File: src/hdl/cawb_pkg.sv
`timescale 1ns / 1ps
// Shared types, sizes and codes for the counter add write buffer.
package cawb_pkg;

	localparam int BUF_DEPTH = 64;
	localparam int CNT_W     = $clog2(BUF_DEPTH + 1);
	localparam int IDX_W     = $clog2(BUF_DEPTH);
	// two banks: one fills while the other drains
	localparam int RAM_DEPTH = 2 * BUF_DEPTH;
	localparam int RAM_AW    = IDX_W + 1;

	localparam int ADDR_W    = 32;
	localparam int OPND_W    = 64;
	localparam int ENTRY_W   = ADDR_W + OPND_W;
	localparam int IN_DATA_W = 104;
	localparam int KIND_W    = 2;
	localparam int THR_W     = 7;
	localparam int HINT_W    = 8;
	localparam int CFG_W     = 8;
	localparam int CFG_IDX_W = 1;
	localparam int Q_DEPTH   = 2;
	localparam int Q_PTR_W   = $clog2(Q_DEPTH);
	localparam int Q_CNT_W   = $clog2(Q_DEPTH + 1);

	localparam int THR_RESET  = 32;
	localparam int HINT_RESET = 64;

	typedef enum logic [KIND_W-1:0] {
		KIND_SCHED = 2'd0,
		KIND_HINT  = 2'd1,
		KIND_TRY   = 2'd2,
		KIND_FORCE = 2'd3
	} kind_t;

	localparam logic [CFG_IDX_W-1:0] REG_SOFT_THR = 1'b0;
	localparam logic [CFG_IDX_W-1:0] REG_HINT_LIM = 1'b1;

	typedef struct packed {
		logic             bank;
		logic [CNT_W-1:0] count;
	} drain_cmd_t;

	typedef struct packed {
		logic valid;
		logic bank;
	} bank_done_t;

	typedef struct packed {
		logic               we;
		logic [RAM_AW-1:0]  addr;
		logic [ENTRY_W-1:0] data;
	} ram_wr_t;

endpackage

File: src/hdl/cawb_back.sv
`timescale 1ns / 1ps
// Back end: walks one bank of the buffer and streams its entries out.
module cawb_back (
	input  logic                          clk,
	input  logic                          arst_n,
	input  logic                          cmd_valid,
	input  cawb_pkg::drain_cmd_t          cmd,
	output logic                          cmd_pop,
	output cawb_pkg::bank_done_t          done,
	output logic                          ram_re,
	output logic [cawb_pkg::RAM_AW-1:0]   ram_raddr,
	output logic                          out_tvalid,
	input  logic                          out_tready,
	output logic                          out_tlast
);

	logic                       active_q;
	logic                       bank_q;
	logic [cawb_pkg::IDX_W-1:0] idx_q;
	logic [cawb_pkg::CNT_W-1:0] cnt_q;
	logic                       valid_q;
	logic                       last_q;
	logic                       issue;
	logic                       is_last;

	assign cmd_pop = !active_q && cmd_valid;
	// RAM read register doubles as the output register
	assign issue   = active_q && (!valid_q || out_tready);
	assign is_last = (cawb_pkg::CNT_W'(idx_q) + cawb_pkg::CNT_W'(1)) == cnt_q;

	assign ram_re     = issue;
	assign ram_raddr  = {bank_q, idx_q};
	assign done.valid = issue && is_last;
	assign done.bank  = bank_q;
	assign out_tvalid = valid_q;
	assign out_tlast  = last_q;

	always_ff @(posedge clk or negedge arst_n) begin
		if (!arst_n) begin
			active_q <= 1'b0;
			bank_q   <= 1'b0;
			idx_q    <= '0;
			cnt_q    <= '0;
			valid_q  <= 1'b0;
			last_q   <= 1'b0;
		end else begin
			if (cmd_pop) begin
				active_q <= 1'b1;
				bank_q   <= cmd.bank;
				cnt_q    <= cmd.count;
				idx_q    <= '0;
			end else if (issue) begin
				idx_q <= idx_q + cawb_pkg::IDX_W'(1);
				if (is_last) begin
					active_q <= 1'b0;
				end
			end
			if (issue) begin
				valid_q <= 1'b1;
				last_q  <= is_last;
			end else if (out_tready) begin
				valid_q <= 1'b0;
			end
		end
	end

endmodule

File: config.mk
export PLATFORM = sky130hd
export DESIGN_NAME = cawb_back
export DESIGN_NICKNAME = d
export VERILOG_FILES = /design/src/hdl/cawb_pkg.sv /design/src/hdl/cawb_back.sv
export SDC_FILE = /design/constraint.sdc
export NUM_CORES = 1
export LEC_CHECK = 0
export BUFFER_PORTS_ARGS = -buffer_cell sky130_fd_sc_hd__buf_2
export CAP_MARGIN = 40
export CORE_UTILIZATION = 56
export CTS_BUF_LIST = sky130_fd_sc_hd__clkbuf_4 sky130_fd_sc_hd__clkbuf_8
export DETAILED_ROUTE_END_ITERATION = 8
export MAX_ROUTING_LAYER = met4
export PLACE_DENSITY_LB_ADDON = 0.15
export SLEW_MARGIN = 10
export SYNTH_ARGS = -nofsm -noshare
export SYNTH_HDL_FRONTEND = slang
export SYNTH_SLANG_ARGS = --single-unit
File: constraint.sdc
create_clock -name clk -period 4.1 [get_ports clk]
set_input_delay 0.205 -clock clk [delete_from_list [all_inputs] [get_ports clk]]
set_output_delay 0.205 -clock clk [all_outputs]
set_load 0.05 [all_outputs]
==> flow_summary.ini <==
[pwr]
power.internal_w = 0.000415
power_density_nw_per_um2 = 771
p_comb_share_pct = 49.9
p_leak_nw = 0.473
p_clk_share_pct = 12.5
power_frac_seq_pct = 37.6
switching_share_pct = 47.0
switchingPower_w = 0.000368
vdd_drop_max_mv = 0.463

[place]
dp_cells = 113
port_buffers = 24
routabilityCongestion = 0.871
dp_hpwl_mm = 1.25
dpl_cell_area_um2 = 976
place_ws_ps = 1870

[detailed_routing]
drc = 0
drt_iter0_markers = 15
wl_per_cell_um = 14.8
ant_nets = 0
vias = 679
dr.pass1.iters = 4
vias_per_cell = 5.75
drt_wl_total_mm = 1.74

[setup_path]
startpoint = idx_q[2]
cp_max_fo = 8
path_cells = nand3_2 > o21a_1 > or4_4 > a2111oi_4 > buf_2
cp-start-kind = flip-flop
critPathMaxStageDelay_ps = 500
slowest_stage = or4_4
worstReg2RegStart = idx_q[2]
critPathKind = flip-flop to output port
timing.critical_path.buf_inv = 1
critical_path_arrival_ps = 2370
required_ps = 3890
crit_family = simple AND/OR/NAND/NOR gates
endpoint_kind = output port

[synth]
synth_area_leaders = dfrtp_1 50%, mux2_2 7.9%, xnor2_1 6.1%
async_flop_share_pct = 100
synth.most_common_cell = dfrtp_1
yosys_warnings = 0
synth_cells = 77
yosysTopAreaCellShare_pct = 49.7
syn_nets = 90
yosys_register_bits = 17
yosysTopAreaCell = dfrtp_1
yosys-top-cells-count = 17 x dfrtp_1, 8 x nand2_1, 7 x o21ai_0
synth.distinct_cells = 26
synth_edf_count = 0
synth.cell_area_um2 = 856
synth-seq-area-share_pct = 49.7
synthFlopType = dfrtp_1
syn_avg_cell_area_um2 = 11.1

[cts]
cts_resized = 0
root_buffer = clkbuf_4
cts_max_level = 1
cts_tree = done
clk_latency_ps = 290
cts_setup_buffers = 0
cts_made_buffers = 3
clockBufferDepth = 2
clock-sinks = 17
hold_buffers = 1
clkTransAtPathRegs_ps = 100

[global_route]
antenna_found_initial = 0
grt_usage_pct = 23.6
grt_pass1_wl_mm = 2.44
first_global_vias = 551
overflow = 0
grt_max_degree = 18

[floorplan]
die-width_um = 41.1
placementRows = 13
io_pins = 25
core_area_um2 = 1370
dieArea_um2 = 1690
fp.dieH_um = 41.1
start_util_pct = 62.6

[timing]
finClkSkew_ps = 3.34
drv_slew = 0
rsz0062_at_grt = false
fmax_ghz = 0.389
hold_violations = 0
timing.final.crit_share_pct = 62.7
setup-violations-final = 0
setup_tns_ps = 0
setup_ws_ps = 1530
period_minus_slack_ps = 2570
slew_headroom_pct = 43.5
tightest_slew_ps = 846

[run]
cap_violations = 0

[cells_and_area]
antennaDiodeCount = 0
stdcell_count = 118
syn_to_final_growth_pct = 18.7
final_net_count = 117
drive_above_1_share_pct = 36.9
final_area_um2 = 1020
nFillCells = 102

[hold_path]
hold_start = cmd[7]
worstHoldPathType = primary input to flip-flop

[status]
status = complete, no violations
-- flip-flops by register name, indices dropped and copies added, names as in the netlist --
register / count
out_tvalid: 1
out_tlast: 1
bank_q: 1
cnt_q: 7
idx_q: 6
active_q: 1
-- per-stage QoR --
step	power, W	util, %	hold WS (ps)
after floorplan	0.000612	-	-90.6
after detailed placement	0.000686	71.4	141
final	0.000783	74.4	120
after CTS	0.000786	74.4	122
after global placement	0.000676	71.4	137
after global routing	0.000826	74.4	128
-- layer usage --
layer  track usage (%)  part of all wire [%]  wire length (µm)
met5                 -                     0                 0
met4              12.1                   1.9                34
met3              3.26                   6.3               110
met2              37.1                    49               857
met1              29.5                    43               742
-- worst register-to-register path, delay by kind of cell, from the launching register on --
kind             cells  cell delay, ps
AO/OA/AOI/OAI        2             610
flip-flops           1             490
AND/OR/NAND/NOR      3             730
-- path summary, 6_finish.rpt --
path | cells after the start | slack, ps | endpoint
setup / recovery | 5 | 1530 | done[1]
hold / removal | 2 | 120 | bank_q
setup reg to reg | 5 | 2160 | active_q
hold reg to reg | 1 | 490 | out_tlast
max in group asynchronous | 2 | 3470 | cnt_q[1]
min in group asynchronous | 2 | 350 | idx_q[4]
-- cells by family (layout without fill, tap and decap cells) --
kind of cell	after synthesis	in the layout	synth area share (%)
buffers and inverters	4	30	2.63
AO/OA/AOI/OAI	12	12	10.8
XOR/XNOR	9	9	9.21
adder cells (fa/ha/maj)	1	1	1.46
flip-flops	17	17	49.7
AND/OR/NAND/NOR	26	26	15.6
multiplexers	8	8	10.5
-- final cells by class --
class	instances	area, µm²	share of cell area (%)
Sequential cell	17	425	41.9
Multi-Input combinational cell	56	408	40.1
Timing Repair Buffer	25	130	12.8
Clock buffer	4	30.0	2.96
Tap cell	15	18.8	1.85
Inverter	1	3.75	0.369
-- cell usage in the layout, fill, tap and decap left out, drive strengths merged, types with 2 or more instances in the layout --
cell type  count
nand2b         2
dfrtp         17
clkbuf         4
nand2          8
nand4          2
nor2           6
o21ai          7
xor2           3
mux2           8
nand3          3
xnor2          6
buf           24
-- power groups by stage --
| stage | combinational (W) | sequential [W] | clock, W |
|---|---|---|---|
| floorplan | 0.000256 | 0.000355 | 0 |
| global placement | 0.000381 | 0.000294 | 0 |
| detailed placement | 0.000389 | 0.000297 | 0 |
| CTS | 0.000393 | 0.000294 | 0.0000985 |
| global route | 0.000419 | 0.000303 | 0.000104 |
| finish | 0.000391 | 0.000294 | 0.0000979 |
Power figures use the tool's default switching activity.
