`config.mk`:
```
export PLATFORM = sky130hd
export DESIGN_NAME = cawb_queue
export DESIGN_NICKNAME = d
export VERILOG_FILES = /design/src/hdl/cawb_pkg.sv /design/src/hdl/cawb_queue.sv
export SDC_FILE = /design/constraint.sdc
export NUM_CORES = 1
export LEC_CHECK = 0
export BUFFER_PORTS_ARGS = -buffer_cell sky130_fd_sc_hd__buf_4
export CORE_MARGIN = 2
export CORE_UTILIZATION = 49
export DETAILED_ROUTE_END_ITERATION = 8
export PLACE_DENSITY = 0.75
export SLEW_MARGIN = 20
export SYNTH_ARGS = -nofsm -noshare
export SYNTH_HDL_FRONTEND = slang
export SYNTH_SLANG_ARGS = --single-unit
```
`constraint.sdc`:
```
create_clock -name clk -period 1.3 [get_ports clk]
set_input_delay 0.26 -clock clk [delete_from_list [all_inputs] [get_ports clk]]
set_output_delay 0.26 -clock clk [all_outputs]
set_load 0.02 [all_outputs]
```
`src/hdl/cawb_pkg.sv`:
```
`timescale 1ns / 1ps
// Shared types, sizes and codes for the counter add write buffer.
package cawb_pkg;

	localparam int BUF_DEPTH = 64;
	localparam int CNT_W     = $clog2(BUF_DEPTH + 1);
	localparam int IDX_W     = $clog2(BUF_DEPTH);
	// two banks: one fills while the other drains
	localparam int RAM_DEPTH = 2 * BUF_DEPTH;
	localparam int RAM_AW    = IDX_W + 1;

	localparam int ADDR_W    = 32;
	localparam int OPND_W    = 64;
	localparam int ENTRY_W   = ADDR_W + OPND_W;
	localparam int IN_DATA_W = 104;
	localparam int KIND_W    = 2;
	localparam int THR_W     = 7;
	localparam int HINT_W    = 8;
	localparam int CFG_W     = 8;
	localparam int CFG_IDX_W = 1;
	localparam int Q_DEPTH   = 2;
	localparam int Q_PTR_W   = $clog2(Q_DEPTH);
	localparam int Q_CNT_W   = $clog2(Q_DEPTH + 1);

	localparam int THR_RESET  = 32;
	localparam int HINT_RESET = 64;

	typedef enum logic [KIND_W-1:0] {
		KIND_SCHED = 2'd0,
		KIND_HINT  = 2'd1,
		KIND_TRY   = 2'd2,
		KIND_FORCE = 2'd3
	} kind_t;

	localparam logic [CFG_IDX_W-1:0] REG_SOFT_THR = 1'b0;
	localparam logic [CFG_IDX_W-1:0] REG_HINT_LIM = 1'b1;

	typedef struct packed {
		logic             bank;
		logic [CNT_W-1:0] count;
	} drain_cmd_t;

	typedef struct packed {
		logic valid;
		logic bank;
	} bank_done_t;

	typedef struct packed {
		logic               we;
		logic [RAM_AW-1:0]  addr;
		logic [ENTRY_W-1:0] data;
	} ram_wr_t;

endpackage

```
`src/hdl/cawb_queue.sv`:
```
`timescale 1ns / 1ps
// Short queue of drain commands between front and back.
module cawb_queue (
	input  logic                 clk,
	input  logic                 arst_n,
	input  logic                 push,
	input  cawb_pkg::drain_cmd_t push_cmd,
	input  logic                 pop,
	output logic                 head_valid,
	output cawb_pkg::drain_cmd_t head_cmd
);

	cawb_pkg::drain_cmd_t            slot_q [cawb_pkg::Q_DEPTH];
	logic [cawb_pkg::Q_PTR_W-1:0]    wr_ptr_q;
	logic [cawb_pkg::Q_PTR_W-1:0]    rd_ptr_q;
	logic [cawb_pkg::Q_CNT_W-1:0]    cnt_q;

	assign head_valid = cnt_q != '0;
	assign head_cmd   = slot_q[rd_ptr_q];

	always_ff @(posedge clk) begin
		if (push) begin
			slot_q[wr_ptr_q] <= push_cmd;
		end
	end

	// at most two drains are ever outstanding, so the queue cannot overflow
	always_ff @(posedge clk or negedge arst_n) begin
		if (!arst_n) begin
			wr_ptr_q <= '0;
			rd_ptr_q <= '0;
			cnt_q    <= '0;
		end else begin
			if (push) begin
				wr_ptr_q <= wr_ptr_q + cawb_pkg::Q_PTR_W'(1);
			end
			if (pop) begin
				rd_ptr_q <= rd_ptr_q + cawb_pkg::Q_PTR_W'(1);
			end
			if (push && !pop) begin
				cnt_q <= cnt_q + cawb_pkg::Q_CNT_W'(1);
			end else if (pop && !push) begin
				cnt_q <= cnt_q - cawb_pkg::Q_CNT_W'(1);
			end
		end
	end

endmodule

```
==> flow_metrics.env, run 1 <==
export IMPL_outcome="finished, violations left"
export IMPL_violations="setup timing"
export IMPL_synth_top_cell_by_area="edfxtp_1"
export IMPL_chipWidth_microns=44.3
export IMPL_dpl_cell_area_sq_um=968
export IMPL_arrival_ns=1.28
export IMPL_tns_ns=-1.83
export IMPL_layout_min_cycle_time_ns=1.54
export IMPL_die_height_microns=44.3
export IMPL_via_per_inst=4.76
export IMPL_drtIter0Drc=5
export IMPL_synthArstFlopShare_pct=20.0
export IMPL_synth_fa_ha_area_share_pct=1.57
export IMPL_fin_area_sq_mm=0.00109
export IMPL_slew_violations=0
export IMPL_worst_pin_slew_ns=0.367
export IMPL_nNetsFinal=86
export IMPL_hold_viol=0
export IMPL_synth_area_per_cell_sq_um=19.9
export IMPL_total_power_uw=2280
export IMPL_pin_count=21
export IMPL_synth_warnings=0
export IMPL_grt_start_max_net_pins=11
export IMPL_drv_cap=0
export IMPL_synthCells=40
export IMPL_grt_pass1_vias=399
export IMPL_max_clock_freq_ghz=0.648
export IMPL_synthFlopType="edfxtp_1"
export IMPL_initial_core_util_pct=52.7
export IMPL_die_area_sq_mm=0.00196
export IMPL_fin_util_pct=72.3
export IMPL_clkLatencyLatePin_ns=0.28
export IMPL_synth_compound_area_share_pct=0
export IMPL_post_place_cells=77
export IMPL_cp_start_kind="flip-flop"
export IMPL_cts_tree="done"
export IMPL_path_clk_slew_ns=0.09
export IMPL_crit_fanout=5
export IMPL_yosys_area_share_simple_pct=2.83
export IMPL_antenna_cells=0
export IMPL_clockBufferDepth=2
export IMPL_firstDrtPassIters=2
export IMPL_worstHoldStart="pop"
export IMPL_rsz0062_at_grt="true"
export IMPL_h_tree_depth=1
export IMPL_ant_nets=0
export IMPL_grt_use_total_pct=13.1
export IMPL_drive_above_1_share_pct=56.3
export IMPL_avgRoutedWirePerCell_microns=12.2
export IMPL_finalCritPeriodShare_pct=119
export IMPL_ys_top_cells_by_count="edfxtp_1 (16), mux2_4 (8), dfrtp_1 (4), xor2_1 (4)"
export IMPL_drc=0
export IMPL_endpoint_kind="primary output"
export IMPL_route_vias_total=414
export IMPL_fp_row_count=14
export IMPL_io_buffers=20
export IMPL_yosys_cell_count_top_type="edfxtp_1"
export IMPL_grt_pass1_wl_microns=1700
export IMPL_gr_total_overflow=0
export IMPL_setup_ws_ns=-0.242
export IMPL_regToRegStartpoint="wr_ptr_q"
export IMPL_leakage_uw=0.000471
export IMPL_synth_area_sq_um=795
export IMPL_ys_top_cells_by_area="edfxtp_1 (60%), mux2_4 (15%), dfrtp_1 (13%)"
export IMPL_synth_seq_cells=20
export IMPL_finClkSkew_ns=0.00303
export IMPL_cts_buffers=3
export IMPL_place_congestion=0.557
export IMPL_core_area_sq_mm=0.00151
export IMPL_rrSetupSlack_ns=0.22
export IMPL_ir_worst_vdd_mv=1.40
export IMPL_reg2reg_depth=1
export IMPL_yosys_area_share_xor_xnor_pct=5.51
export IMPL_fin_cells=87
export IMPL_min_path_cells=2
export IMPL_clock_sinks=20
export IMPL_antenna_found_initial=0
export IMPL_holdCritPathClass="primary input to flip-flop"
export IMPL_required_ns=1.04
export IMPL_wirelength_microns=1060
export IMPL_area_growth_pct=37.0
export IMPL_r2r_end="slot_q[1][1]"
export IMPL_synth_edf_count=16
export IMPL_synthMuxAreaShare_pct=15.1
export IMPL_synthDistinctLibCells=12
export IMPL_setup_viol=9
export IMPL_timing_slew_headroom_pct=75.6
export IMPL_cts_root_buf="clkbuf_4"
export IMPL_synth_top_family_by_area="multiplexers"
export IMPL_worstSetupPathType="flip-flop to primary output"
export IMPL_min_to="rd_ptr_q"
export IMPL_seq_area_frac_synth_pct=73.1
export IMPL_synth_top_area_share_pct=60.5
export IMPL_synth_nets=53
export IMPL_p_per_area_mw_per_mm2=2090
[kinds of logic after synthesis]
logic type,count (synthesis)
and+or+nand+nor,4
adders and majority gates,1
buffers and inverters,2
xor gates and xnor gates,5
DFF,20
muxes,8
[repair_timing]
item,4_1_cts,5_1_grt
cloned,0,0
pin swaps,1,0
hold buffers,1,0
gates resized for setup,13,0
endpoints found under the setup margin,9,9
setup buffers,5,1
hold endpoints to repair,4,0
[where the power goes]
| group | switching (uW) | internal (uW) |
|---|---|---|
| clock network | 154 | 107 |
| logic | 445 | 633 |
| registers | 66.8 | 874 |
| total | 666 | 1610 |
[registers in the layout (all words and copies together), names as in the netlist]
signal	flops
wr_ptr_q	1
slot_q	16
rd_ptr_q	1
cnt_q	2
[cells in the final DEF, fill, tap and decap left out]
master | synthesis | routed
and2_1 | 1 | 1
ha_1 | 1 | 1
dfrtp_2 | 0 | 1
buf_6 | 1 | 11
clkbuf_4 | 0 | 3
dfrtp_1 | 4 | 3
nor2b_1 | 1 | 1
edfxtp_1 | 16 | 16
inv_1 | 1 | 1
xor2_1 | 4 | 4
or2_1 | 1 | 1
mux2_4 | 8 | 8
nor2_1 | 1 | 1
buf_4 | 0 | 17
xnor2_1 | 1 | 1
dlygate4sd3_1 | 0 | 1
[stage by stage]
step | hold WS, ns | setup WS, ns
finish | 0.155 | -0.242
global route | 0.137 | -0.284
CTS | 0.150 | -0.237
detailed placement | 0.0588 | -0.0846
global placement | 0.0588 | -0.0835
floorplan | -0.0356 | 0.138
[worst max-delay path, cell delays in order (launching register included)]
cell	delay [ns]
dfrtp_2	0.43
buf_6	0.14
mux2_4	0.30
buf_6	0.13
[layer usage]
metal	share of wire (%)	up-vias	wire, microns	track usage (%)
met5	0	-	0	0
met4	1.5	0	16	7.27
li1	-	207	-	-
met3	5.9	2	63	4.90
met2	56	15	591	23.8
met1	37	190	391	12.6
[worst max-delay path by stage]
stage	start	to	cells past startpoint
global route	rd_ptr_q	head_cmd[5]	3
floorplan	wr_ptr_q	slot_q[0][0]	1
CTS	rd_ptr_q	head_cmd[2]	3
global placement	rd_ptr_q	head_cmd[2]	2
finish	rd_ptr_q	head_cmd[5]	3
detailed placement	rd_ptr_q	head_cmd[2]	2
[cell type report]
class | count | area, sq um
Sequential cell | 20 | 582
Fill cell | 93 | 418
Timing Repair Buffer | 29 | 262
Multi-Input combinational cell | 18 | 199
Clock buffer | 3 | 22.5
Tap cell | 16 | 20.0
Inverter | 1 | 3.75
Power figures use the tool's default switching activity.
==> run 2: changes to the inputs <==
CORE_UTILIZATION = 44   (was 49)
PLACE_DENSITY = 0.71   (was 0.75)
clock period = 1.2 ns   (was 1.3 ns; I/O delays follow)
==> flow_metrics.env, run 2 (synthesized netlist as in run 1, its figures left out) <==
export IMPL_outcome="finished, violations left"
export IMPL_violations="setup timing"
export IMPL_clockBufferDepth=2
export IMPL_die_height_microns=46.5
export IMPL_drv_cap=0
export IMPL_firstDrtPassIters=1
export IMPL_fin_util_pct=65.5
export IMPL_regToRegStartpoint="cnt_q[0]"
export IMPL_worstHoldStart="push_cmd[2]"
export IMPL_h_tree_depth=1
export IMPL_timing_slew_headroom_pct=74.2
export IMPL_chipWidth_microns=46.5
export IMPL_drive_above_1_share_pct=56.8
export IMPL_via_per_inst=4.27
export IMPL_min_to="slot_q[1][2]"
export IMPL_finalCritPeriodShare_pct=126
export IMPL_ant_nets=0
export IMPL_p_sw_uw=745
export IMPL_grt_pass1_vias=418
export IMPL_cpMostUsedCell="buf_6"
export IMPL_fp_row_count=15
export IMPL_cts_buffers=3
export IMPL_cp_start_kind="flip-flop"
export IMPL_die_area_sq_mm=0.00216
export IMPL_min_path_cells=1
export IMPL_final_common_cell="buf_4"
export IMPL_setup_ws_ns=-0.316
export IMPL_core_area_sq_mm=0.00171
export IMPL_grt_use_total_pct=11.3
export IMPL_reg_top3="slot_q (16), cnt_q (2)"
export IMPL_pin_count=21
export IMPL_place_congestion=0.552
export IMPL_path_clk_slew_ns=0.11
export IMPL_r2r_end="cnt_q[1]"
export IMPL_arrival_ns=1.28
export IMPL_combPwrFrac_pct=47.8
export IMPL_cts_root_buf="clkbuf_4"
export IMPL_power_frac_seq_pct=40.1
export IMPL_largest_register_ff_count=16
export IMPL_initial_core_util_pct=46.5
export IMPL_route_vias_total=423
export IMPL_rrSetupSlack_ns=0.08
export IMPL_wirelength_microns=1120
export IMPL_dp_slack_ns=-0.164
export IMPL_holdCritPathClass="primary input to flip-flop"
export IMPL_slew_violations=0
export IMPL_crit_fanout=5
export IMPL_gr_total_overflow=0
export IMPL_p_per_area_mw_per_mm2=2280
export IMPL_endpoint_kind="primary output"
export IMPL_finClkSkew_ns=0.0104
export IMPL_slowest_delay_ns=0.43
export IMPL_ir_worst_vdd_mv=1.04
export IMPL_setup_viol=9
export IMPL_leakage_uw=0.000481
export IMPL_antenna_found_initial=0
export IMPL_top_register="slot_q"
export IMPL_max_clock_freq_ghz=0.660
export IMPL_reg2reg_depth=5
export IMPL_switching_share_pct=29.3
export IMPL_worst_pin_slew_ns=0.387
export IMPL_nNetsFinal=88
export IMPL_io_buffers=20
export IMPL_crit_slowest_cell="dfrtp_2"
export IMPL_cts_tree="done"
export IMPL_clock_sinks=20
export IMPL_grt_pass1_wl_microns=1650
export IMPL_antenna_cells=0
export IMPL_layout_min_cycle_time_ns=1.52
export IMPL_avgRoutedWirePerCell_microns=11.3
export IMPL_rsz0062_at_grt="true"
export IMPL_clkLatencyLatePin_ns=0.29
export IMPL_worstSetupPathType="flip-flop to primary output"
export IMPL_final_cell_mix="buf_4 (19), edfxtp_1 (16), buf_6 (11), mux2_4 (8), xor2_1 (4)"
export IMPL_p_int_uw=1800
export IMPL_grt_start_max_net_pins=12
export IMPL_clockPowerShare_pct=12.1
export IMPL_area_growth_pct=40.8
export IMPL_drc=0
export IMPL_drtIter0Drc=0
export IMPL_required_ns=0.96
export IMPL_crit_chain="buf_6, mux2_4, buf_6"
export IMPL_hold_viol=0
-- run 2: cell types whose count changed in the layout (fill, tap and decap cells not counted) --
cell | before | now
buf_4 | 17 | 19
clkbuf_1 | 0 | 1
-- run 2: how the worst max path moves through the flow --
stage,startpoint,endpoint,cells past startpoint
floorplan,wr_ptr_q,slot_q[0][0],1
global placement,rd_ptr_q,head_cmd[0],2
detailed placement,rd_ptr_q,head_cmd[4],2
CTS,rd_ptr_q,head_cmd[5],3
global route,rd_ptr_q,head_cmd[2],3
finish,rd_ptr_q,head_cmd[0],3
-- run 2: final cells by class --
type / count / area, sq um
fill: 127 / 589
sequential: 20 / 582
timing repair buffer: 31 / 277
multi-input combinational: 18 / 199
tap: 25 / 31.3
clock buffer: 4 / 26.3
inverter: 1 / 3.75
-- run 2: power by group through the flow --
stage | sequential [uW] | clock, uW | combinational [uW]
finish | 1020 | 307 | 1220
CTS | 1010 | 318 | 1180
global route | 1040 | 352 | 1300
floorplan | 1020 | 0 | 627
detailed placement | 1100 | 0 | 844
global placement | 1090 | 0 | 831
-- run 2: metrics by stage --
stage | hold slack [ns] | instances | power, uW | area [sq um] | TNS (ns)
floorplan | -0.0556 | 40 | 1640 | 795 | 0
global route | 0.109 | 99 | 2690 | 1120 | -2.98
CTS | 0.123 | 97 | 2520 | 1100 | -2.60
finish | 0.128 | 99 | 2550 | 1120 | -2.58
detailed placement | 0.0403 | 87 | 1950 | 987 | -1.30
global placement | 0.0395 | 87 | 1930 | 987 | -1.22
-- run 2: per-layer routing --
| layer | part of all wire [%] | vias up | track usage [%] |
|---|---|---|---|
| li1 | - | 212 | - |
| met1 | 39 | 200 | 13.0 |
| met2 | 57 | 11 | 20.0 |
| met3 | 4.0 | 0 | 2.35 |
| met4 | 0 | 0 | 5.14 |
| met5 | 0 | - | 0 |
-- run 2: repair_timing --
action	4_1_cts	5_1_grt
gates cloned	0	0
endpoints found under the setup margin	9	9
hold endpoints to repair	4	0
buffers inserted	5	2
pin swaps	0	1
hold buffers	1	0
resized for setup	13	0
-- run 2: worst max-delay path, delay by kind of cell, from the launching register on --
kind	cells	cell delay, ns
buffers and inverters	2	0.27
DFF	1	0.43
muxes	1	0.29
