[src/hdl/cawb_pkg.sv]
`timescale 1ns / 1ps
// Shared types, sizes and codes for the counter add write buffer.
package cawb_pkg;

	localparam int BUF_DEPTH = 64;
	localparam int CNT_W     = $clog2(BUF_DEPTH + 1);
	localparam int IDX_W     = $clog2(BUF_DEPTH);
	// two banks: one fills while the other drains
	localparam int RAM_DEPTH = 2 * BUF_DEPTH;
	localparam int RAM_AW    = IDX_W + 1;

	localparam int ADDR_W    = 32;
	localparam int OPND_W    = 64;
	localparam int ENTRY_W   = ADDR_W + OPND_W;
	localparam int IN_DATA_W = 104;
	localparam int KIND_W    = 2;
	localparam int THR_W     = 7;
	localparam int HINT_W    = 8;
	localparam int CFG_W     = 8;
	localparam int CFG_IDX_W = 1;
	localparam int Q_DEPTH   = 2;
	localparam int Q_PTR_W   = $clog2(Q_DEPTH);
	localparam int Q_CNT_W   = $clog2(Q_DEPTH + 1);

	localparam int THR_RESET  = 32;
	localparam int HINT_RESET = 64;

	typedef enum logic [KIND_W-1:0] {
		KIND_SCHED = 2'd0,
		KIND_HINT  = 2'd1,
		KIND_TRY   = 2'd2,
		KIND_FORCE = 2'd3
	} kind_t;

	localparam logic [CFG_IDX_W-1:0] REG_SOFT_THR = 1'b0;
	localparam logic [CFG_IDX_W-1:0] REG_HINT_LIM = 1'b1;

	typedef struct packed {
		logic             bank;
		logic [CNT_W-1:0] count;
	} drain_cmd_t;

	typedef struct packed {
		logic valid;
		logic bank;
	} bank_done_t;

	typedef struct packed {
		logic               we;
		logic [RAM_AW-1:0]  addr;
		logic [ENTRY_W-1:0] data;
	} ram_wr_t;

endpackage

[src/hdl/cawb_front.sv]
`timescale 1ns / 1ps
// Front end: takes items, keeps pending count and hint count, decides drains.
module cawb_front (
	input  logic                                 clk,
	input  logic                                 arst_n,
	input  logic                                 cfg_we,
	input  logic [cawb_pkg::CFG_IDX_W-1:0]       cfg_index,
	input  logic [cawb_pkg::CFG_W-1:0]           cfg_data,
	input  logic                                 in_tvalid,
	output logic                                 in_tready,
	input  logic [cawb_pkg::IN_DATA_W-1:0]       in_tdata,
	input  logic [cawb_pkg::KIND_W-1:0]          in_tuser,
	input  cawb_pkg::bank_done_t                 done,
	output logic                                 push,
	output cawb_pkg::drain_cmd_t                 push_cmd,
	output cawb_pkg::ram_wr_t                    ram_wr
);

	logic [cawb_pkg::THR_W-1:0]  soft_thr_q;
	logic [cawb_pkg::HINT_W-1:0] hint_lim_q;
	logic [cawb_pkg::CNT_W-1:0]  pend_cnt_q;
	logic [cawb_pkg::HINT_W-1:0] hint_cnt_q;
	logic                        cur_q;
	logic [1:0]                  busy_q;

	cawb_pkg::kind_t              kind;
	logic [cawb_pkg::ADDR_W-1:0]  addr;
	logic [cawb_pkg::OPND_W-1:0]  opnd;
	logic                         lock_free;
	logic                         full;
	logic                         nonempty;
	logic                         sched;
	logic                         drain_go;
	logic                         hint_bump;
	logic                         accept;
	logic                         wr_bank;
	logic [cawb_pkg::IDX_W-1:0]   wr_idx;

	assign kind      = cawb_pkg::kind_t'(in_tuser);
	assign addr      = in_tdata[cawb_pkg::ADDR_W-1:0];
	assign opnd      = in_tdata[cawb_pkg::ENTRY_W-1:cawb_pkg::ADDR_W];
	assign lock_free = in_tdata[cawb_pkg::ENTRY_W];
	assign full      = pend_cnt_q == cawb_pkg::CNT_W'(cawb_pkg::BUF_DEPTH);
	assign nonempty  = pend_cnt_q != '0;
	assign sched     = kind == cawb_pkg::KIND_SCHED;

	always_comb begin
		drain_go  = 1'b0;
		hint_bump = 1'b0;
		case (kind)
			cawb_pkg::KIND_SCHED: begin
				drain_go = full || ((pend_cnt_q > soft_thr_q) && lock_free);
			end
			cawb_pkg::KIND_HINT: begin
				if (hint_cnt_q == hint_lim_q) begin
					drain_go = full || lock_free;
				end else begin
					hint_bump = 1'b1;
				end
			end
			cawb_pkg::KIND_TRY: begin
				drain_go = full || lock_free;
			end
			cawb_pkg::KIND_FORCE: begin
				drain_go = 1'b1;
			end
			default: begin
				drain_go = 1'b0;
			end
		endcase
	end

	// a schedule that drains writes straight into the other bank, so that one must be free
	assign in_tready = !busy_q[cur_q] && !(sched && drain_go && busy_q[~cur_q]);
	assign accept    = in_tvalid && in_tready;
	assign push      = accept && drain_go && nonempty;
	assign push_cmd  = '{bank: cur_q, count: pend_cnt_q};

	assign wr_bank     = (drain_go && nonempty) ? ~cur_q : cur_q;
	assign wr_idx      = drain_go ? '0 : pend_cnt_q[cawb_pkg::IDX_W-1:0];
	assign ram_wr.we   = accept && sched;
	assign ram_wr.addr = {wr_bank, wr_idx};
	assign ram_wr.data = {opnd, addr};

	always_ff @(posedge clk or negedge arst_n) begin
		if (!arst_n) begin
			soft_thr_q <= cawb_pkg::THR_W'(cawb_pkg::THR_RESET);
			hint_lim_q <= cawb_pkg::HINT_W'(cawb_pkg::HINT_RESET);
		end else if (cfg_we) begin
			case (cfg_index)
				cawb_pkg::REG_SOFT_THR: soft_thr_q <= cfg_data[cawb_pkg::THR_W-1:0];
				cawb_pkg::REG_HINT_LIM: hint_lim_q <= cfg_data[cawb_pkg::HINT_W-1:0];
				default: begin
				end
			endcase
		end
	end

	always_ff @(posedge clk or negedge arst_n) begin
		if (!arst_n) begin
			pend_cnt_q <= '0;
			hint_cnt_q <= '0;
			cur_q      <= 1'b0;
			busy_q     <= '0;
		end else begin
			if (done.valid) begin
				busy_q[done.bank] <= 1'b0;
			end
			if (push) begin
				busy_q[cur_q] <= 1'b1;
				cur_q         <= ~cur_q;
			end
			if (accept) begin
				if (drain_go) begin
					pend_cnt_q <= sched ? cawb_pkg::CNT_W'(1) : '0;
					hint_cnt_q <= '0;
				end else begin
					if (sched) begin
						pend_cnt_q <= pend_cnt_q + cawb_pkg::CNT_W'(1);
					end
					if (hint_bump) begin
						hint_cnt_q <= hint_cnt_q + cawb_pkg::HINT_W'(1);
					end
				end
			end
		end
	end

endmodule

[config.mk]
export PLATFORM = sky130hd
export DESIGN_NAME = cawb_front
export DESIGN_NICKNAME = d
export VERILOG_FILES = /design/src/hdl/cawb_pkg.sv /design/src/hdl/cawb_front.sv
export SDC_FILE = /design/constraint.sdc
export NUM_CORES = 1
export LEC_CHECK = 0
export BUFFER_PORTS_ARGS = -buffer_cell sky130_fd_sc_hd__buf_2
export CORE_ASPECT_RATIO = 1.2
export CORE_MARGIN = 4
export CORE_UTILIZATION = 40
export DETAILED_ROUTE_END_ITERATION = 10
export PLACE_DENSITY_LB_ADDON = 0.12
export RECOVER_POWER = 50
export SYNTH_ARGS = -nofsm -noshare
export SYNTH_HDL_FRONTEND = slang
export SYNTH_SLANG_ARGS = --single-unit
[constraint.sdc]
create_clock -name clk -period 3 [get_ports clk]
set_input_delay 0.15 -clock clk [delete_from_list [all_inputs] [get_ports clk]]
set_output_delay 0.15 -clock clk [all_outputs]
set_load 0.02 [all_outputs]
==> qor.csv, run 1 <==
stage,metric,value,unit
clocking,clockRootBuffer,clkbuf_8,
global_routing,grt_overflow,0,
clocking,ctsResizeCount,0,
sta,drv_slew,0,
sta,fmax,363,MHz
setup_path,worstPathArrival,2.61,ns
pwr,p_int,1.19,mW
yosys,synth-xor-area-share,0.0307,
min_path,hold_path.class,in2reg,
final_layout,layout.cells.non_filler,356,
placement,port_buffers,35,
pwr,pwr-share-clk,0.207,
die,start_util,0.413,
clocking,clockBufferDepth,2,
final_layout,diodes,0,
die,dieHeight,100,um
drt,wl_met2,3470,um
yosys,synth-compound-area-share,0.156,
yosys,syn_inst,323,
placement,place_congestion,0.737,
sta,setup_tns,0,ns
yosys,synth-simple-area-share,0.140,
yosys,synth_top_family_by_area,buffers and inverters,
final_layout,fin_nets,399,
die,core,6900,um2
pwr,p_seq_frac,0.319,
final_layout,final_util,0.367,
drt,wl_per_cell,21.0,um
sta,slew_headroom,0.473,
setup_path,crit_type,reg2out,
yosys,synth_largest_area_cell,dfrtp_1,
sta,skew,0.00321,ns
clocking,clock-sinks,33,
final_layout,area_growth,-11.3,%
yosys,synth.distinct_cells,50,
sta,worst_pin_slew,0.790,ns
yosys,synth.area.top_cells,"dfrtp_1 (27%), buf_4 (26%), ha_1 (4.4%)",
final_layout,n_fill_cell,714,
setup_path,cp-end-kind,output port,
clocking,htree_num_levels,2,
global_routing,grt_pass1_vias,1978,
sta,period_needed,2.76,ns
global_routing,grt_max_degree,34,
run,drv_cap,0,
global_routing,grt_pass1_wl,11400,um
pwr,p_leak,1.10,nW
drt,drcViolationCount,0,
yosys,avgSynthCellArea,8.82,um2
yosys,synth_edf_count,0,
sta,finalHoldViolCount,0,
drt,postRouteAntennaNets,0,
die,pin_count,235,
yosys,async_flop_share,1.00,
global_routing,grt_usage,0.174,
setup_path,critPathLaunchType,flop,
pwr,p_per_area,846,nW/um2
pwr,ir_worst_vdd,378,uV
drt,vias,1883,
drt,route.met3.wl,929,um
placement,post-dp-hpwl,6040,um
placement,dp.cells,347,
placement,place_area,2400,um2
pwr,netSwitchingFraction,0.446,
pwr,p_switching,0.954,mW
die,fp.dieArea,8550,um2
die,die_x,85.1,um
yosys,ys_ff_latch,33,
clocking,path_clk_slew,0.08,ns
drt,drt_iter0_drc,106,
global_routing,antenna_found_initial,0,
yosys,syn-num-nets,454,
drt,vias_per_cell,5.29,
yosys,netlist.area_leader.share,0.272,
yosys,synthFlopType,dfrtp_1,
pwr,power_frac_comb,0.473,
drt,firstDrtPassIters,4,
sta,rsz0062_at_grt,false,
yosys,yosys.area_share.adder,0.0439,
yosys,synth_seq_area_share,0.291,
setup_path,crit_required,2.85,ns
yosys,syn_area,2850,um2
clocking,clock_latency,0.29,ns
outcome,status,completed,
die,rows,33,
setup_path,cp_max_fo,11,
clocking,cts_buffers,5,
yosys,yosysWarnings,0,
drt,top_layer_used,met4,
yosys,muxShareOfSynthArea,0.0426,
final_layout,final_area,2530,um2
drt,routed_wirelength,7470,um
final_layout,drive_gt1_frac,0.253,
sta,setup_viol,0,
clocking,cts_tree,done,
drt,wl_met1,2760,um
sta,fin_crit_sh,0.919,
## synth_stat cells (all sizes together), types with 2 or more instances
cell	n
dfstp	2
o31ai	3
mux2	9
o211ai	3
ha	10
o221ai	6
nor3	2
nand3	12
nor2	15
a221oi	6
a211oi	3
o211a	2
xnor2	10
and3	5
a211o	2
nor2b	2
dfrtp	31
mux2i	2
buf	100
or3	6
nand4	5
a21o	2
o22ai	5
o21ai	10
or2	2
clkbuf	2
o21a	2
nand2	28
inv	21
a21oi	5
## layout make-up
| cell class | count | area [um2] | area share |
|---|---|---|---|
| Clock buffer | 5 | 68.8 | 0.0272 |
| Tap cell | 87 | 109 | 0.0430 |
| Sequential cell | 33 | 828 | 0.328 |
| Clock inverter | 3 | 46.3 | 0.0183 |
| Timing Repair Buffer | 40 | 215 | 0.0851 |
| Multi-Input combinational cell | 166 | 1180 | 0.466 |
| Inverter | 22 | 82.6 | 0.0327 |
## flip-flops by register name (all words and copies together), names as in the netlist
| register | count |
|---|---|
| busy_q | 2 |
| cur_q | 1 |
| hint_cnt_q | 8 |
| hint_lim_q | 8 |
| pend_cnt_q | 7 |
| soft_thr_q | 7 |
## worst paths after layout
| path | depth (start not counted) | start | slack [ns] | endpoint |
|---|---|---|---|---|
| min in group asynchronous | 2 | arst_n | 0.47 | pend_cnt_q[2]$_DFFE_PN0P_ |
| hold reg to reg | 2 | soft_thr_q[5]$_DFFE_PN1P_ | 0.52 | soft_thr_q[5]$_DFFE_PN1P_ |
| setup reg to reg | 8 | soft_thr_q[5]$_DFFE_PN1P_ | 0.42 | pend_cnt_q[2]$_DFFE_PN0P_ |
| setup / recovery | 8 | soft_thr_q[5]$_DFFE_PN1P_ | 0.24 | ram_wr[103] |
| max in group asynchronous | 2 | arst_n | 2.02 | hint_cnt_q[7]$_DFFE_PN0P_ |
| hold / removal | 3 | cfg_data[4] | 0.07 | soft_thr_q[4]$_DFFE_PN0P_ |
## metal layers
| metal | vias to the layer above | GRT usage |
|---|---|---|
| met4 | 0 | 0.0889 |
| met5 | - | 0.0121 |
| met2 | 91 | 0.276 |
| li1 | 903 | - |
| met3 | 32 | 0.0818 |
| met1 | 857 | 0.194 |
## critical path: stages (launching register included)
cell and delay, ns:
dfstp_2 0.52, inv_1 0.05, ha_1 0.29, nand4_1 0.12, o21ai_2 0.25, a211oi_1 0.10, or3_4 0.48, a211oi_4 0.30
buf_2 0.21
## metrics by stage
| step | setup WS (ns) | power (mW) | hold WS, ns |
|---|---|---|---|
| after floorplan | 0.603 | 1.61 | -0.146 |
| after global placement | 0.462 | 1.70 | 0.277 |
| after detailed placement | 0.454 | 1.71 | 0.288 |
| after CTS | 0.213 | 2.16 | 0.0687 |
| after global routing | 0.109 | 2.30 | 0.0918 |
| final | 0.244 | 2.14 | 0.0728 |
## power by group through the flow
stage                     registers, mW  clock network (mW)  logic (mW)
final                             0.684               0.444        1.01
after global routing              0.705               0.471        1.12
after CTS                         0.686               0.457        1.02
after detailed placement          0.696                   0        1.01
after global placement            0.695                   0        1.01
after floorplan                   0.710                   0       0.901
## timing repair
| action | CTS | global route |
|---|---|---|
| hold buffers | 1 | 0 |
| setup buffers | 0 | 0 |
| endpoints found under the hold margin | 31 | 0 |
## logic make-up (layout without fill, tap and decap cells)
kind of cell | count (synthesis) | count (layout)
multiplexers | 11 | 11
flip-flops | 33 | 33
XOR/XNOR | 10 | 10
AND/OR/NAND/NOR | 81 | 81
AO/OA/AOI/OAI | 54 | 54
buffers and inverters | 124 | 70
adder cells (fa/ha/maj) | 10 | 10
## placed cells by master, fill, tap and decap left out, types with 2 or more instances in the layout
cell,netlist,final
o21a_1,2,2
and3_1,5,5
nor2_1,15,15
or3_4,2,2
xnor2_1,10,10
ha_1,10,10
mux2i_1,2,2
a211oi_4,2,2
o221ai_1,6,6
o211a_1,2,2
buf_2,1,35
dfrtp_1,31,31
nand2_1,28,28
a21oi_1,5,5
o211ai_1,3,3
o21ai_0,7,7
o31ai_1,3,3
o21ai_2,2,2
inv_1,21,21
or3_1,4,4
a221oi_1,6,6
o22ai_1,5,5
buf_4,98,4
mux2_2,9,9
nor2b_1,2,2
nand4_1,5,5
nand3_1,12,12
nor3_1,2,2
dfstp_2,2,2
clkbuf_8,0,5
(Power assumes the default switching activity.)
==> inputs of run 2 (changes only) <==
--- a/config.mk
+++ b/config.mk
@@ -10,7 +10,7 @@
 export CORE_MARGIN = 4
 export CORE_UTILIZATION = 40
 export DETAILED_ROUTE_END_ITERATION = 10
-export PLACE_DENSITY_LB_ADDON = 0.12
+export PLACE_DENSITY = 0.83
 export RECOVER_POWER = 50
 export SYNTH_ARGS = -nofsm -noshare
 export SYNTH_HDL_FRONTEND = slang
==> qor.csv, run 2 (synthesized netlist as in run 1, its figures left out) <==
stage,metric,value,unit,change
outcome,status,completed,,
global_routing,grt_overflow,0,,unchanged
die,fp.dieArea,8550,um2,unchanged
placement,place_congestion,0.873,,+19%
clocking,clock-sinks,33,,unchanged
final_layout,area_growth,-11.9,%,
drt,firstDrtPassIters,4,,unchanged
die,rows,33,,unchanged
clocking,postCtsSetupBuffers,0,,unchanged
setup_path,critical_path.max_stage_delay,0.52,ns,about the same
final_layout,final_common_cell,buf_2,,
global_routing,grt_pass1_wl,9260,um,-19%
setup_path,cp_max_fo,9,,-2
sta,rsz0062_at_grt,false,,
min_path,hold_path.class,in2reg,,
pwr,pwr-share-clk,0.209,,+0.002
clocking,cts_tree,done,,
pwr,power_frac_comb,0.463,,-0.010
final_layout,multiInputGateArea,1180,um2,+0.43%
final_layout,seq_area,828,um2,unchanged
setup_path,critPathLaunchType,flop,,
run,drv_cap,0,,unchanged
die,dieHeight,100,um,unchanged
pwr,p_seq_frac,0.328,,+0.009
drt,vias_per_cell,5.58,,+5.5%
setup_path,crit_type,reg2out,,
global_routing,antenna_found_initial,0,,unchanged
pwr,netSwitchingFraction,0.443,,-0.00292
clocking,clockBufferDepth,2,,unchanged
drt,wl_per_cell,16.0,um,-24%
sta,skew,0.0114,ns,+0.00820 ns
setup_path,cp-end-kind,output port,,
clocking,path_clk_slew,0.08,ns,about the same
pwr,ir_worst_vdd,616,uV,+63%
placement,port_buffers,35,,unchanged
pwr,p_int,1.17,mW,-1.3%
final_layout,diodes,0,,unchanged
die,pin_count,235,,unchanged
final_layout,fin_nets,396,,-0.75%
pwr,p_per_area,837,nW/um2,-1.1%
global_routing,grtUsageMet2,0.217,,-0.0586
setup_path,cp_slowest_cell,dfstp_2,,
final_layout,n_fill_cell,681,,-4.6%
final_layout,top_regs,"hint_cnt_q: 8 flops, hint_lim_q: 8 flops",,
sta,slew_headroom,0.498,,+0.0250
placement,post-dp-hpwl,4310,um,-29%
drt,vias,1969,,+4.6%
global_routing,use_met1,0.150,,-0.0443
die,die_x,85.1,um,unchanged
drt,drt_iter0_drc,37,,-65%
global_routing,grt_usage,0.135,,-0.0385
sta,fin_crit_sh,0.949,,+0.0299
placement,place_area,2380,um2,-0.94%
drt,postRouteAntennaNets,0,,unchanged
global_routing,busiest_layer,met2,,
clocking,cts_buffers,5,,unchanged
pwr,p_switching,0.931,mW,-2.4%
drt,drcViolationCount,0,,unchanged
sta,period_needed,2.85,ns,+0.0898 ns
setup_path,endpoint,push,,
die,start_util,0.413,,unchanged
setup_path,cp_cell_sequence,inv_1 > ha_1 > nand4_1 > a21o_2 > a211o_2 > and3_1 > o21ai_2 > nor2_1 > buf_2,,
sta,worst_pin_slew,0.753,ns,-0.0374 ns
sta,finalHoldViolCount,0,,unchanged
clocking,clock_latency,0.30,ns,about the same
final_layout,mostFrequentLayoutCells,"buf_2 (35), dfrtp_1 (31), nand2_1 (28), inv_1 (21), nor2_1 (15)",,
pwr,p_leak,1.09,nW,-1.2%
setup_path,crit_required,2.85,ns,about the same
setup_path,r2r_end,pend_cnt_q[2]$_DFFE_PN0P_,,
final_layout,final_area,2510,um2,-0.69%
sta,whs,0.0821,ns,+0.00933 ns
global_routing,grt_max_degree,34,,unchanged
drt,routed_wirelength,5650,um,-24%
sta,setup_viol,0,,unchanged
global_routing,grt_pass1_vias,1935,,-2.2%
sta,fmax,351,MHz,-3.2%
setup_path,worstPathArrival,2.70,ns,+0.09 ns
final_layout,drive_gt1_frac,0.248,,-0.00467
setup_path,rrSetupSlack,0.46,ns,+0.04 ns
setup_path,r2r_start,soft_thr_q[5]$_DFFE_PN1P_,,
placement,dpl_worst_slack,0.385,ns,-0.0688 ns
clocking,clockRootBuffer,clkbuf_8,,
sta,drv_slew,0,,unchanged
sta,setup_slack,0.154,ns,-0.0898 ns
global_routing,use_met3,0.0311,,-0.0507
die,core,6900,um2,unchanged
setup_path,worstRegToRegCells,8,,unchanged
setup_path,setup.worst_path.start,soft_thr_q[5]$_DFFE_PN1P_,,
clocking,htree_num_levels,2,,unchanged
sta,setup_tns,0,ns,unchanged
## run 2: changes by cell type in the layout (fill, tap and decap cells not counted)
cell / previous run / this run
a22oi_1: 1 / 0
a22oi_2: 0 / 1
buf_4: 4 / 1
## run 2: area by class of cell
class | count | area share
timing repair buffer | 37 | 0.0767
clock buffer | 5 | 0.0274
multi-input combinational | 166 | 0.471
sequential | 33 | 0.330
tap | 87 | 0.0433
clock inverter | 3 | 0.0184
inverter | 22 | 0.0329
## run 2: timing repair
| action | in CTS | in global routing |
|---|---|---|
| hold endpoints to repair | 31 | 0 |
| hold buffers | 1 | 0 |
| setup endpoints to repair | 0 | 2 |
| resized for setup | 0 | 1 |
## run 2: critical path, delay by kind of cell (launching register included)
| kind | cells | cell delay, ns |
|---|---|---|
| flip-flops | 1 | 0.52 |
| buffers and inverters | 2 | 0.22 |
| AND/OR/NAND/NOR | 3 | 0.39 |
| AO/OA/AOI/OAI | 3 | 0.97 |
| adder cells (fa/ha/maj) | 1 | 0.28 |
## run 2: layer usage
layer,up-vias,part of all wire
li1,899,-
met1,932,0.38
met2,83,0.48
met3,55,0.068
met4,0,0.071
met5,-,0
## run 2: metrics by stage
step,util,power (mW),std cells
after floorplan,-,1.61,323
after global placement,0.345,1.63,344
after detailed placement,0.345,1.66,344
after CTS,0.363,2.11,353
after global routing,0.364,2.25,353
final,0.364,2.10,353
## run 2: worst min-delay path by stage
stage	slack, ns	from	cells after the start	to
finish	0.08	cfg_data[2]	3	soft_thr_q[2]$_DFFE_PN0P_
global route	0.08	cfg_data[6]	3	soft_thr_q[6]$_DFFE_PN0P_
CTS	0.08	cfg_data[1]	3	soft_thr_q[1]$_DFFE_PN0P_
detailed placement	0.26	arst_n	1	pend_cnt_q[3]$_DFFE_PN0P_
global placement	0.24	arst_n	1	pend_cnt_q[3]$_DFFE_PN0P_
floorplan	-0.15	arst_n	0	busy_q[0]$_DFF_PN0_
## run 2: power by group through the flow
stage | Sequential [mW] | Clock [mW] | Combinational (mW)
6_report | 0.689 | 0.439 | 0.973
5_1_grt | 0.706 | 0.459 | 1.09
4_1_cts | 0.685 | 0.444 | 0.978
3_5_place_dp | 0.694 | 0 | 0.971
3_3_place_gp | 0.688 | 0 | 0.940
2_1_floorplan | 0.710 | 0 | 0.901
